## config.mk

```make
export PLATFORM = sky130hd
export DESIGN_NAME = positional_list_engine
export DESIGN_NICKNAME = d
export VERILOG_FILES = /design/src/design/ple_pkg.sv /design/src/design/positional_list_engine.sv /design/src/design/ple_store.sv /design/src/design/ple_seq.sv
export SDC_FILE = /design/constraint.sdc
export NUM_CORES = 2
export LEC_CHECK = 0
export ABC_AREA = 1
export ABC_CLOCK_PERIOD_IN_PS = 4700
export BUFFER_PORTS_ARGS = -buffer_cell sky130_fd_sc_hd__buf_4
export CORE_ASPECT_RATIO = 0.6
export CORE_MARGIN = 2
export CORE_UTILIZATION = 40
export CTS_BUF_LIST = sky130_fd_sc_hd__clkbuf_4
export DETAILED_ROUTE_END_ITERATION = 10
export GPL_ROUTABILITY_DRIVEN = 1
export GPL_TIMING_DRIVEN = 0
export PLACE_DENSITY_LB_ADDON = 0.2
export SLEW_MARGIN = 20
export SYNTH_ARGS = -nofsm -noshare
export SYNTH_HDL_FRONTEND = slang
export SYNTH_SLANG_ARGS = --single-unit
export TNS_END_PERCENT = 5
```

## constraint.sdc

```tcl
create_clock -name clock -period 4.7 [get_ports clock]
set_clock_uncertainty 0.15 [all_clocks]
set_input_delay 0.47 -clock clock [delete_from_list [all_inputs] [get_ports clock]]
set_output_delay 0.47 -clock clock [all_outputs]
set_load 0.005 [all_outputs]
```

## src/design/ple_pkg.sv

```systemverilog
// ---------------------------------------------------------------------------
// ple_pkg: shared types and constants for the positional list engine
// Request kinds, status codes, sequencer states and the result bundle
// passed from the sequencer to the response stage.
// ---------------------------------------------------------------------------
`timescale 1ns / 1ps

package ple_pkg;

   localparam int CAPACITY_DEF = 64;
   localparam int VALUE_W      = 32;
   localparam int POS_W        = 8;
   localparam int KIND_W       = 3;
   localparam int LEN_W        = 7;

   typedef enum logic [KIND_W-1:0] {
      KIND_FRONT  = 3'd0,
      KIND_AT     = 3'd1,
      KIND_APPEND = 3'd2,
      KIND_DELETE = 3'd3,
      KIND_READ   = 3'd4
   } kind_type;

   typedef enum logic [1:0] {
      STAT_OK   = 2'd0,
      STAT_BAD  = 2'd1,
      STAT_FULL = 2'd2
   } status_type;

   typedef enum logic [1:0] {
      OP_NONE,
      OP_INS,
      OP_DEL,
      OP_RD
   } op_type;

   typedef enum logic [2:0] {
      ST_IDLE,
      ST_FETCH,
      ST_LOAD,
      ST_SHIFT_RD,
      ST_SHIFT_WR,
      ST_PUT,
      ST_TRIM,
      ST_DONE
   } state_type;

   typedef struct packed {
      status_type                 status;
      logic signed [VALUE_W-1:0]  read_value;
      logic [LEN_W-1:0]           length;
   } result_type;

endpackage

```

## src/design/positional_list_engine.sv

```systemverilog
// ---------------------------------------------------------------------------
// positional_list_engine: ordered list of signed 32-bit entries
// Insert, append, delete and read by position, one request at a time.
// ---------------------------------------------------------------------------
// One request is taken at a time; req_ready is high only while the engine
// is idle. An insert or delete moves each entry between its position and
// the end of the list by one place, and any request may wait for the
// response slot. The sequencer never reads and writes the entry memory in
// the same cycle: each moved entry costs one read and then one write, walked
// by one shared index step unit. The response register frees the engine as
// soon as a result is loaded, even while it waits on rsp_ready.
`timescale 1ns / 1ps

module positional_list_engine #(
   parameter int CAPACITY = ple_pkg::CAPACITY_DEF
) (
   input  logic                                clock,
   input  logic                                reset,
   input  logic                                req_valid,
   output logic                                req_ready,
   input  logic [ple_pkg::KIND_W-1:0]          req_kind,
   input  logic signed [ple_pkg::VALUE_W-1:0]  req_value,
   input  logic signed [ple_pkg::POS_W-1:0]    req_position,
   output logic                                rsp_valid,
   input  logic                                rsp_ready,
   output logic [1:0]                          rsp_status,
   output logic signed [ple_pkg::VALUE_W-1:0]  rsp_read_value,
   output logic [ple_pkg::LEN_W-1:0]           rsp_length
);
   import ple_pkg::*;

   localparam int AW = $clog2(CAPACITY);

   logic                res_valid;
   result_type          res_data;
   logic                res_free;
   logic                mem_wr_en;
   logic [AW-1:0]       mem_wr_addr;
   logic [VALUE_W-1:0]  mem_wr_data;
   logic                mem_rd_en;
   logic [AW-1:0]       mem_rd_addr;
   logic [VALUE_W-1:0]  mem_rd_data;

   logic                rsp_valid_ff, rsp_valid_in;
   result_type          rsp_data_ff, rsp_data_in;

   ple_seq #(
      .CAPACITY (CAPACITY)
   ) u_seq (
      .clock        (clock),
      .reset        (reset),
      .req_valid    (req_valid),
      .req_ready    (req_ready),
      .req_kind     (req_kind),
      .req_value    (req_value),
      .req_position (req_position),
      .res_valid    (res_valid),
      .res_data     (res_data),
      .res_free     (res_free),
      .mem_wr_en    (mem_wr_en),
      .mem_wr_addr  (mem_wr_addr),
      .mem_wr_data  (mem_wr_data),
      .mem_rd_en    (mem_rd_en),
      .mem_rd_addr  (mem_rd_addr),
      .mem_rd_data  (mem_rd_data)
   );

   ple_store #(
      .CAPACITY (CAPACITY)
   ) u_store (
      .clock   (clock),
      .wr_en   (mem_wr_en),
      .wr_addr (mem_wr_addr),
      .wr_data (mem_wr_data),
      .rd_en   (mem_rd_en),
      .rd_addr (mem_rd_addr),
      .rd_data (mem_rd_data)
   );

   // response register: loads when empty or being drained this cycle
   assign res_free = !rsp_valid_ff || rsp_ready;

   always_comb begin
      rsp_valid_in = rsp_valid_ff;
      rsp_data_in  = rsp_data_ff;
      if (res_free) begin
         rsp_valid_in = res_valid;
         if (res_valid) rsp_data_in = res_data;
      end
   end

   always_ff @(posedge clock) begin
      if (reset) begin
         rsp_valid_ff <= 1'b0;
      end else begin
         rsp_valid_ff <= rsp_valid_in;
      end
   end

   always_ff @(posedge clock) begin
      rsp_data_ff <= rsp_data_in;
   end

   assign rsp_valid      = rsp_valid_ff;
   assign rsp_status     = rsp_data_ff.status;
   assign rsp_read_value = rsp_data_ff.read_value;
   assign rsp_length     = rsp_data_ff.length;

endmodule

```

## src/design/ple_store.sv

```systemverilog
// ---------------------------------------------------------------------------
// ple_store: entry memory
// Single write port, single read port with registered read data.
// ---------------------------------------------------------------------------
`timescale 1ns / 1ps

module ple_store #(
   parameter int CAPACITY = ple_pkg::CAPACITY_DEF
) (
   input  logic                                clock,
   input  logic                                wr_en,
   input  logic [$clog2(CAPACITY)-1:0]         wr_addr,
   input  logic [ple_pkg::VALUE_W-1:0]         wr_data,
   input  logic                                rd_en,
   input  logic [$clog2(CAPACITY)-1:0]         rd_addr,
   output logic [ple_pkg::VALUE_W-1:0]         rd_data
);
   import ple_pkg::*;

   logic [VALUE_W-1:0] entries_ff [CAPACITY];
   logic [VALUE_W-1:0] rd_data_ff;

   // write port
   always_ff @(posedge clock) begin
      if (wr_en) begin
         entries_ff[wr_addr] <= wr_data;
      end
   end

   // registered read port
   always_ff @(posedge clock) begin
      if (rd_en) begin
         rd_data_ff <= entries_ff[rd_addr];
      end
   end

   assign rd_data = rd_data_ff;

endmodule

```

## src/design/ple_seq.sv

```systemverilog
// ---------------------------------------------------------------------------
// ple_seq: request sequencer
// Checks each request, reads one entry or walks the memory one place at a
// time with a shared index step unit to open or close a gap, then replies.
// ---------------------------------------------------------------------------
`timescale 1ns / 1ps

module ple_seq #(
   parameter int CAPACITY = ple_pkg::CAPACITY_DEF
) (
   input  logic                                clock,
   input  logic                                reset,
   input  logic                                req_valid,
   output logic                                req_ready,
   input  logic [ple_pkg::KIND_W-1:0]          req_kind,
   input  logic signed [ple_pkg::VALUE_W-1:0]  req_value,
   input  logic signed [ple_pkg::POS_W-1:0]    req_position,
   output logic                                res_valid,
   output ple_pkg::result_type                 res_data,
   input  logic                                res_free,
   output logic                                mem_wr_en,
   output logic [$clog2(CAPACITY)-1:0]         mem_wr_addr,
   output logic [ple_pkg::VALUE_W-1:0]         mem_wr_data,
   output logic                                mem_rd_en,
   output logic [$clog2(CAPACITY)-1:0]         mem_rd_addr,
   input  logic [ple_pkg::VALUE_W-1:0]         mem_rd_data
);
   import ple_pkg::*;

   localparam int AW = $clog2(CAPACITY);
   localparam int CW = $clog2(CAPACITY + 1);
   localparam int XW = (CW > POS_W - 1) ? CW : POS_W - 1;

   state_type           state_ff, state_in;
   logic [AW-1:0]       idx_ff, idx_in;
   logic [AW-1:0]       limit_ff, limit_in;
   logic                dir_ff, dir_in;       // 1: walk down (insert)
   logic [VALUE_W-1:0]  value_ff, value_in;
   logic [CW-1:0]       count_ff, count_in;
   status_type          status_ff, status_in;
   logic [VALUE_W-1:0]  rd_ff, rd_in;

   // request decode
   op_type              dec_op;
   status_type          dec_status;
   logic [AW-1:0]       dec_at;
   logic [XW-1:0]       pos_x;
   logic [XW-1:0]       cnt_x;
   logic                pos_neg;
   logic                full;
   logic                accept;

   // shared index step unit
   logic [AW-1:0]       src;
   logic                hit;

   assign pos_neg = req_position[POS_W-1];
   assign pos_x   = XW'(req_position[POS_W-2:0]);
   assign cnt_x   = XW'(count_ff);
   assign full    = (count_ff == CW'(CAPACITY));
   assign accept  = req_valid && req_ready;

   assign src = dir_ff ? (idx_ff - AW'(1)) : (idx_ff + AW'(1));
   assign hit = (src == limit_ff);

   // classify the request against the current length
   always_comb begin
      dec_op     = OP_NONE;
      dec_status = STAT_OK;
      dec_at     = '0;
      unique case (kind_type'(req_kind))
         KIND_FRONT: begin
            if (full) dec_status = STAT_FULL;
            else      dec_op     = OP_INS;
         end
         KIND_AT: begin
            if (pos_neg || (pos_x > cnt_x)) begin
               dec_status = STAT_BAD;
            end else if (full) begin
               dec_status = STAT_FULL;
            end else begin
               dec_op = OP_INS;
               dec_at = pos_x[AW-1:0];
            end
         end
         KIND_APPEND: begin
            if (full) begin
               dec_status = STAT_FULL;
            end else begin
               dec_op = OP_INS;
               dec_at = AW'(count_ff);
            end
         end
         KIND_DELETE: begin
            if (pos_neg || (pos_x >= cnt_x)) dec_status = STAT_BAD;
            else                             dec_op     = OP_DEL;
         end
         KIND_READ: begin
            if (pos_neg || (pos_x >= cnt_x)) dec_status = STAT_BAD;
            else                             dec_op     = OP_RD;
         end
         default: dec_status = STAT_BAD;
      endcase
   end

   // next state
   always_comb begin
      state_in = state_ff;
      unique case (state_ff)
         ST_IDLE: begin
            if (accept) begin
               unique case (dec_op)
                  OP_INS:  state_in = (AW'(count_ff) == dec_at) ? ST_PUT : ST_SHIFT_RD;
                  OP_DEL:  state_in = (pos_x == cnt_x - XW'(1)) ? ST_TRIM : ST_SHIFT_RD;
                  OP_RD:   state_in = ST_FETCH;
                  default: state_in = ST_DONE;
               endcase
            end
         end
         ST_FETCH:    state_in = ST_LOAD;
         ST_LOAD:     state_in = ST_DONE;
         ST_SHIFT_RD: state_in = ST_SHIFT_WR;
         ST_SHIFT_WR: begin
            if (hit) state_in = dir_ff ? ST_PUT : ST_TRIM;
            else     state_in = ST_SHIFT_RD;
         end
         ST_PUT:      state_in = ST_DONE;
         ST_TRIM:     state_in = ST_DONE;
         ST_DONE:     if (res_free) state_in = ST_IDLE;
         default:     state_in = ST_IDLE;
      endcase
   end

   // outputs: handshake and memory port controls
   always_comb begin
      req_ready   = 1'b0;
      res_valid   = 1'b0;
      mem_wr_en   = 1'b0;
      mem_wr_addr = idx_ff;
      mem_wr_data = mem_rd_data;
      mem_rd_en   = 1'b0;
      mem_rd_addr = idx_ff;
      unique case (state_ff)
         ST_IDLE:     req_ready = 1'b1;
         ST_FETCH:    mem_rd_en = 1'b1;
         ST_SHIFT_RD: begin
            mem_rd_en   = 1'b1;
            mem_rd_addr = src;
         end
         ST_SHIFT_WR: mem_wr_en = 1'b1;
         ST_PUT: begin
            mem_wr_en   = 1'b1;
            mem_wr_addr = limit_ff;
            mem_wr_data = value_ff;
         end
         ST_DONE:     res_valid = 1'b1;
         default:     ;
      endcase
   end

   assign res_data.status     = status_ff;
   assign res_data.read_value = rd_ff;
   assign res_data.length     = LEN_W'(count_ff);

   // datapath registers
   always_comb begin
      idx_in    = idx_ff;
      limit_in  = limit_ff;
      dir_in    = dir_ff;
      value_in  = value_ff;
      count_in  = count_ff;
      status_in = status_ff;
      rd_in     = rd_ff;
      unique case (state_ff)
         ST_IDLE: begin
            if (accept) begin
               value_in  = req_value;
               status_in = dec_status;
               rd_in     = '0;
               if (dec_op == OP_INS) begin
                  idx_in   = AW'(count_ff);
                  limit_in = dec_at;
                  dir_in   = 1'b1;
               end else begin
                  idx_in   = pos_x[AW-1:0];
                  limit_in = AW'(count_ff - CW'(1));
                  dir_in   = 1'b0;
               end
            end
         end
         ST_LOAD:     rd_in    = mem_rd_data;
         ST_SHIFT_WR: idx_in   = src;
         ST_PUT:      count_in = count_ff + CW'(1);
         ST_TRIM:     count_in = count_ff - CW'(1);
         default:     ;
      endcase
   end

   always_ff @(posedge clock) begin
      if (reset) begin
         state_ff <= ST_IDLE;
         count_ff <= '0;
      end else begin
         state_ff <= state_in;
         count_ff <= count_in;
      end
   end

   always_ff @(posedge clock) begin
      idx_ff    <= idx_in;
      limit_ff  <= limit_in;
      dir_ff    <= dir_in;
      value_ff  <= value_in;
      status_ff <= status_in;
      rd_ff     <= rd_in;
   end

   // checks
   a_count_bound: assert property (@(posedge clock) disable iff (reset)
      count_ff <= CW'(CAPACITY))
      else $error("entry count above capacity");

   a_single_port: assert property (@(posedge clock) disable iff (reset)
      !(mem_wr_en && mem_rd_en))
      else $error("memory read and write in the same cycle");

   a_shift_data: assert property (@(posedge clock) disable iff (reset)
      (state_ff == ST_SHIFT_WR) |-> $past(mem_rd_en))
      else $error("shift write without a preceding read");

   a_count_hold: assert property (@(posedge clock) disable iff (reset)
      (state_ff != ST_PUT && state_ff != ST_TRIM) |=> $stable(count_ff))
      else $error("entry count changed outside put or trim");

endmodule
```

# Yosys cells after proc, flatten, opt, wreduce, memory -nomap -nowiden
# Memory sizes are Yosys's and may differ from the RTL's. A register that Yosys moved wholly into a read port is not among the register bits.
# Index checks and enable logic that the tools add are counted.
dict set report totals {
  elab_cells 98
  regBits 131
  n_memories 1
  ramBits 2048
}
# memory depth word_bits rd rd_clocked_by_memory_dff write_ports line_no
set mem_list {}
lappend mem_list {u_store.entries_ff 64 32 1 1 1 ple_store.sv:20} ;# logic [VALUE_W-1:0] entries_ff [CAPACITY];
dict set report op_classes {
  reduce_logical 20
  magnitude_cmp 2
  add_sub_neg 4
  eq_ne 20
  mux 39
}
# operator count
set op_table {}
lappend op_table {{2-to-1 mux 32 bit} 2}
lappend op_table {{one-hot mux 32 bit (2 select lines)} 1}
lappend op_table {{2-to-1 mux 6 bit} 9}
lappend op_table {{one-hot mux 6 bit (2 select lines)} 2}
lappend op_table {{one-hot mux 3 bit (6 select lines)} 1}
lappend op_table {{equality test 3 bit (second input constant)} 5}
lappend op_table {{2-to-1 mux 3 bit} 5}
lappend op_table {{one-hot mux 7 bit (2 select lines)} 1}
lappend op_table {{equality test 3 x 2 -> 1 bit (second input constant)} 4}
lappend op_table {{equality test 6 bit} 2}
lappend op_table {{2-to-1 mux 2 bit} 6}
lappend op_table {{AND reduction 2 bit} 5}
lappend op_table {{2-to-1 mux 1 bit} 9}
lappend op_table {{one-hot mux 3 bit (3 select lines)} 1}
lappend op_table {{one-hot mux 2 bit (4 select lines)} 1}
lappend op_table {{OR reduction 2 bit} 4}
lappend op_table {{adder 7 x 1 -> 7 bit (second input constant)} 1}
lappend op_table {{equality test 7 bit} 1}
lappend op_table {{equality test 7 bit (second input constant)} 1}
lappend op_table {{>= comparator 7 bit} 1}
lappend op_table {{greater-than comparator 7 bit} 1}
lappend op_table {{subtractor 7 x 1 -> 7 bit (second input constant)} 1}
lappend op_table {{adder 6 x 1 -> 6 bit (second input constant)} 1}
lappend op_table {{equality test 3 x 1 -> 1 bit (second input constant)} 2}
lappend op_table {{12 further kinds} 18}

# Depth between registers and ports, before layout
dict set report logic_depth {
  word_depth 9
  mapped_depth 19
  ltp_nobuf 19
}

# By module
# From an unflattened synthesis, not the netlist that was laid out.
dict set report unflattened {
  cells_unflattened 7376
  area_unflattened_um2 89329.4
}
# mod n_inst area_per_inst_um2 cells_per_inst
set modules_own_cells {}
lappend modules_own_cells {ple_store 1 83058.4 6769}
lappend modules_own_cells {ple_seq 1 4992.3 560}
lappend modules_own_cells {positional_list_engine 1 1278.7 47}

# Worst setup path after synthesis
# Ideal clock, no wire load.
dict set report synth_path {
  kind {register to register}
  startpoint {reg u_seq.state_ff[2]}
  endpoint {mem u_store.entries_ff[0][0] (data pin)}
  arrival_time_ns 3.609
  stages_incl_launch_ff 8
  required_time_ns 3.848
  n_path_buf 2
  setup_slack_ns 0.239
  path_cell_list {dfxtp_1 inv_2 nor2_4 inv_2 nor2_2 clkbuf_1 clkbuf_1 o21ai_0}
}
dict set report synth_via {
  elab_chain_len 2
}
# item line_no
set synth_rtl {}
lappend synth_rtl {{start: declaration} ple_seq.sv:34} ;# state_type state_ff, state_in;
lappend synth_rtl {{start signal: assignment} ple_seq.sv:204} ;# state_ff <= state_in;
lappend synth_rtl {{equality test 3 bit} ple_seq.sv:143} ;# unique case (state_ff)
lappend synth_rtl {{2-to-1 mux 32 bit} ple_seq.sv:143}
lappend synth_rtl {{named net mem_wr_data[0]} positional_list_engine.sv:39} ;# logic [VALUE_W-1:0] mem_wr_data;
lappend synth_rtl {{end: declaration} ple_store.sv:20}
# The timed path passes the listed nets, and every way through them passes these cells.

# Worst setup path in the final report
dict set report layout_path {
  startpoint {reg u_seq.idx_ff[0]}
  endpoint {reg u_store.rd_data_ff[23], in the netlist u_store.rd_data[23] (read register of u_store.entries_ff) (data pin)}
}
dict set report layout_via {
  elab_chain_len 3
  elab_cells_between_ends 4
  cone_classes {add/sub: 2; mux: 2}
}
# item line_no
set layout_rtl {}
lappend layout_rtl {{start: declaration} ple_seq.sv:35} ;# logic [AW-1:0] idx_ff, idx_in;
lappend layout_rtl {{start signal: assignment} ple_seq.sv:210} ;# idx_ff <= idx_in;
lappend layout_rtl {{adder 6 x 1 -> 6 bit or subtractor 6 x 1 -> 6 bit (tied branches)} ple_seq.sv:63} ;# assign src = dir_ff ? (idx_ff - AW'(1)) : (idx_ff + AW'(1));
lappend layout_rtl {{2-to-1 mux 6 bit} ple_seq.sv:63}
lappend layout_rtl {{2-to-1 mux 6 bit (*)} ple_seq.sv:143}
lappend layout_rtl {{end: declaration} ple_store.sv:21} ;# logic [VALUE_W-1:0] rd_data_ff;
# Mark *: on every way between the ends. The rest lies on a longest branch, timed or not.
# A chain may end at the register's enable or synchronous reset.

==> flow_metrics.tcl <==
set metrics [dict create \
    status "finished, violations left" \
    violations "setup timing" \
    setup_viol 31 \
    drv_cap 0 \
    clk_pin_slew_ps 70 \
    cts.sinks 2211 \
    r2r_start "u_seq.idx_ff[0]" \
    vias_per_cell 6.204 \
    dp_hpwl_um 272300 \
    rsz0062_at_grt "yes" \
    routed_wl_um 380400 \
    worst_slew_pin_slew_ps 1288 \
    slew_violations 0 \
    max_freq_ghz 0.1978 \
    io_pins 90 \
    ir_drop_v 0.0004250 \
    postRouteAntennaNets 0 \
    grt_max_degree 35 \
    hold_path.startpoint "req_valid" \
    crit_chain "fa_1, inv_1, o21ai_4, buf_12, inv_2, buf_2, clkbuf_1, o21ai_1, o22ai_1, o211ai_1, nand3_1, nand3_1, o21ai_4" \
    rows 132 \
    dp_worst_setup_slack_ps -984.1 \
    hold_path_depth 4 \
    critPathBufInv 5 \
    grt_util_all_layers_pct 33.37 \
    drc_errors 0 \
    p_seq_share_pct 31.3 \
    initial_core_util_pct 40.35 \
    synth_edf_count 2200 \
    postSynthAreaPerCell_um2 13.41 \
    netSwitchingPower_mw 39.80 \
    wl_per_cell_um 35.48 \
    period_needed_ps 5057 \
    die_area_um2 222000 \
    setup.worst_path.end_class "flip-flop" \
    critPathMaxStageDelay_ps 680 \
    drive_above_1_share_pct 19.59 \
    start_kind "flip-flop" \
    holdWs_ps 144.5 \
    cp.arrival_ps 5860 \
    yosysWarnings 0 \
    clkPwrFrac_pct 19.7 \
    switching_share_pct 47.57 \
    power_leakage_nw 34.92 \
    insertion_delay_ps 1260 \
    p_total_mw 83.67 \
    syn_area_um2 87230 \
    pwr_density_cell_nw_per_um2 789.4 \
    period_share_pct 107.6 \
    antenna_found_initial 35 \
    drt-initial-drc-count 13040 \
    grt_overflow 0 \
    synth_common_cells "edfxtp_1 (2200), nor2_1 (1218), o21ai_0 (1028), o22ai_1 (427), clkbuf_1 (313)" \
    dieHeight_um 365.7 \
    synthToLayoutAreaGrowth_pct 21.49 \
    syn_nets 6566 \
    synth_top_area_share_pct 75.73 \
    synth.most_common_cell "edfxtp_1" \
    hold_viol 0 \
    final.setup.tns_ps -5056 \
    dr.pass1.iters 6 \
    worst_hold_path_type "input port to flip-flop" \
    grt_pass1_vias 59800 \
    r2r-end "u_store.rd_data[23]" \
    cp.required_ps 5500 \
    yosysSeqAreaShare_pct 75.98 \
    setup_ws_ps -356.6 \
    numCtsBuffers 528 \
    slew_headroom_pct 14.13 \
    path_delay_family "buffers and inverters" \
    place.port_buffers 89 \
    die_width_um 606.9 \
    netlist_instances 6505 \
    yosysTopAreaCell "edfxtp_1" \
    gp_congestion 1.078 \
    hold_end "u_seq.status_ff[1]" \
    final_nets 7517 \
    grt_pass1_wl_um 503500 \
    cts_tree "done" \
    core_um2 216200 \
    combPwrFrac_pct 49.0 \
    synth_area_leaders "edfxtp_1 (76%), o21ai_0 (5.9%), nor2_1 (5.2%), o22ai_1 (3.1%), clkbuf_1 (1.3%)" \
    worst_path_max_delay_cell "clkbuf_1" \
    htreeDepth 6 \
    final_core_utilization_pct 49.02 \
    synth_cell_types 41 \
    async_flop_share_pct 0 \
    clock-root-buffer "clkbuf_4" \
    synth_ff_type "edfxtp_1" \
    vias 66530 \
    path_max_fanout 11 \
    worst-r2r-setup-slack_ps -360 \
    ys_ff_latch 2211 \
    clk_path_buf_depth 4 \
    intPower_mw 43.87 \
    path_class "flip-flop to flip-flop" \
    r2r_cells 13 \
]
==> power by group through the flow <==
stage	sequential, mW	clock [mW]	combinational, mW
floorplan	27.2	0	15.9
finish	26.2	16.5	41.0
detailed placement	26.6	0	37.0
global placement	28.4	0	33.3
global route	26.3	17.4	41.3
CTS	26.2	16.4	37.6
==> how the worst max path moves through the flow <==
stage | start | end | slack, ps | cells past startpoint
final | u_seq.idx_ff[0] | u_store.rd_data[23] | -360 | 13
after global routing | u_seq.idx_ff[0] | u_store.rd_data[20] | -220 | 14
after CTS | u_seq.state_ff[2] | u_store.entries_ff[24][16] | -120 | 11
after detailed placement | u_seq.dir_ff | u_store.rd_data[7] | -980 | 13
after global placement | u_seq.state_ff[2] | u_store.entries_ff[36][5] | -6060 | 6
after floorplan | u_seq.state_ff[2] | u_store.entries_ff[0][0] | 240 | 7
==> what timing repair did <==
action / in CTS / in global routing
endpoints found under the setup margin: 114 / 1188
pin swaps: 6 / 11
resized for setup: 97 / 54
hold buffers: 87 / 0
endpoints found under the hold margin: 125 / 0
buffers inserted: 0 / 14
==> cells in the final DEF (no fill, tap or decap), types with 97 or more instances in the layout <==
| cell | n |
|---|---|
| edfxtp_1 | 2200 |
| nor2_1 | 1152 |
| o21ai_0 | 995 |
| clkbuf_4 | 796 |
| o22ai_1 | 423 |
| clkbuf_1 | 249 |
| nand2_1 | 221 |
| o21ai_1 | 209 |
| nand3_1 | 189 |
| buf_4 | 143 |
| o211ai_1 | 120 |
| buf_12 | 113 |
| buf_16 | 109 |
| o21bai_1 | 102 |
| inv_1 | 99 |
| buf_2 | 97 |
==> through the flow <==
| step | instances | instance area, µm² |
|---|---|---|
| after floorplan | 6505 | 87230 |
| after global placement | 9475 | 91510 |
| after detailed placement | 9706 | 97790 |
| after CTS | 10690 | 105700 |
| after global routing | 10710 | 106000 |
| final | 10720 | 106000 |
==> sequential cells by signal, indices dropped and copies added, names as in the netlist <==
signal,flops
u_seq.dir_ff,1
rsp_length,7
u_store.entries_ff,2048
u_seq.limit_ff,6
rsp_read_value,32
u_seq.cnt_x,7
u_seq.value_ff,32
u_seq.rd_ff,32
u_seq.idx_ff,6
u_seq.status_ff,2
rsp_status,2
rsp_valid,1
u_seq.state_ff,3
u_store.rd_data,32
==> layout make-up <==
cell class | count | area, µm²
Fill cell | 18730 | 110200
Sequential cell | 2211 | 66280
Multi-Input combinational cell | 3726 | 19770
Timing Repair Buffer | 421 | 7019
Clock buffer | 786 | 5901
Tap cell | 2881 | 3605
Buffer | 459 | 2132
Clock inverter | 114 | 817.0
Inverter | 109 | 411.6
Antenna cell | 16 | 40.04
==> tightest hold or removal path, stage by stage <==
cell and delay (ps):
dlygate4sd3_1 580, buf_4 160, inv_1 80, nor2_4 80
==> per-layer routing <==
| metal | share of wire (%) | vias up | track usage (%) | wire, µm |
|---|---|---|---|---|
| li1 | - | 26750 | - | - |
| met1 | 40 | 32990 | 49.19 | 153000 |
| met2 | 36 | 6030 | 39.83 | 137700 |
| met3 | 21 | 733 | 20.00 | 78220 |
| met4 | 2.9 | 26 | 9.518 | 10890 |
| met5 | 0.17 | - | 0.6245 | 646 |
==> cells by family (layout without fill, tap and decap cells) <==
family | count (synthesis) | in the layout | share of synthesized area [%]
flops | 2211 | 2211 | 75.98
compound gates | 2031 | 2031 | 13.35
simple gates | 1666 | 1666 | 7.537
buf+inv | 568 | 1889 | 2.768
xor+xnor | 15 | 15 | 0.1506
fa+ha+maj | 14 | 14 | 0.2094
other cells | 0 | 16 | 0
(Power assumes the default switching activity.)
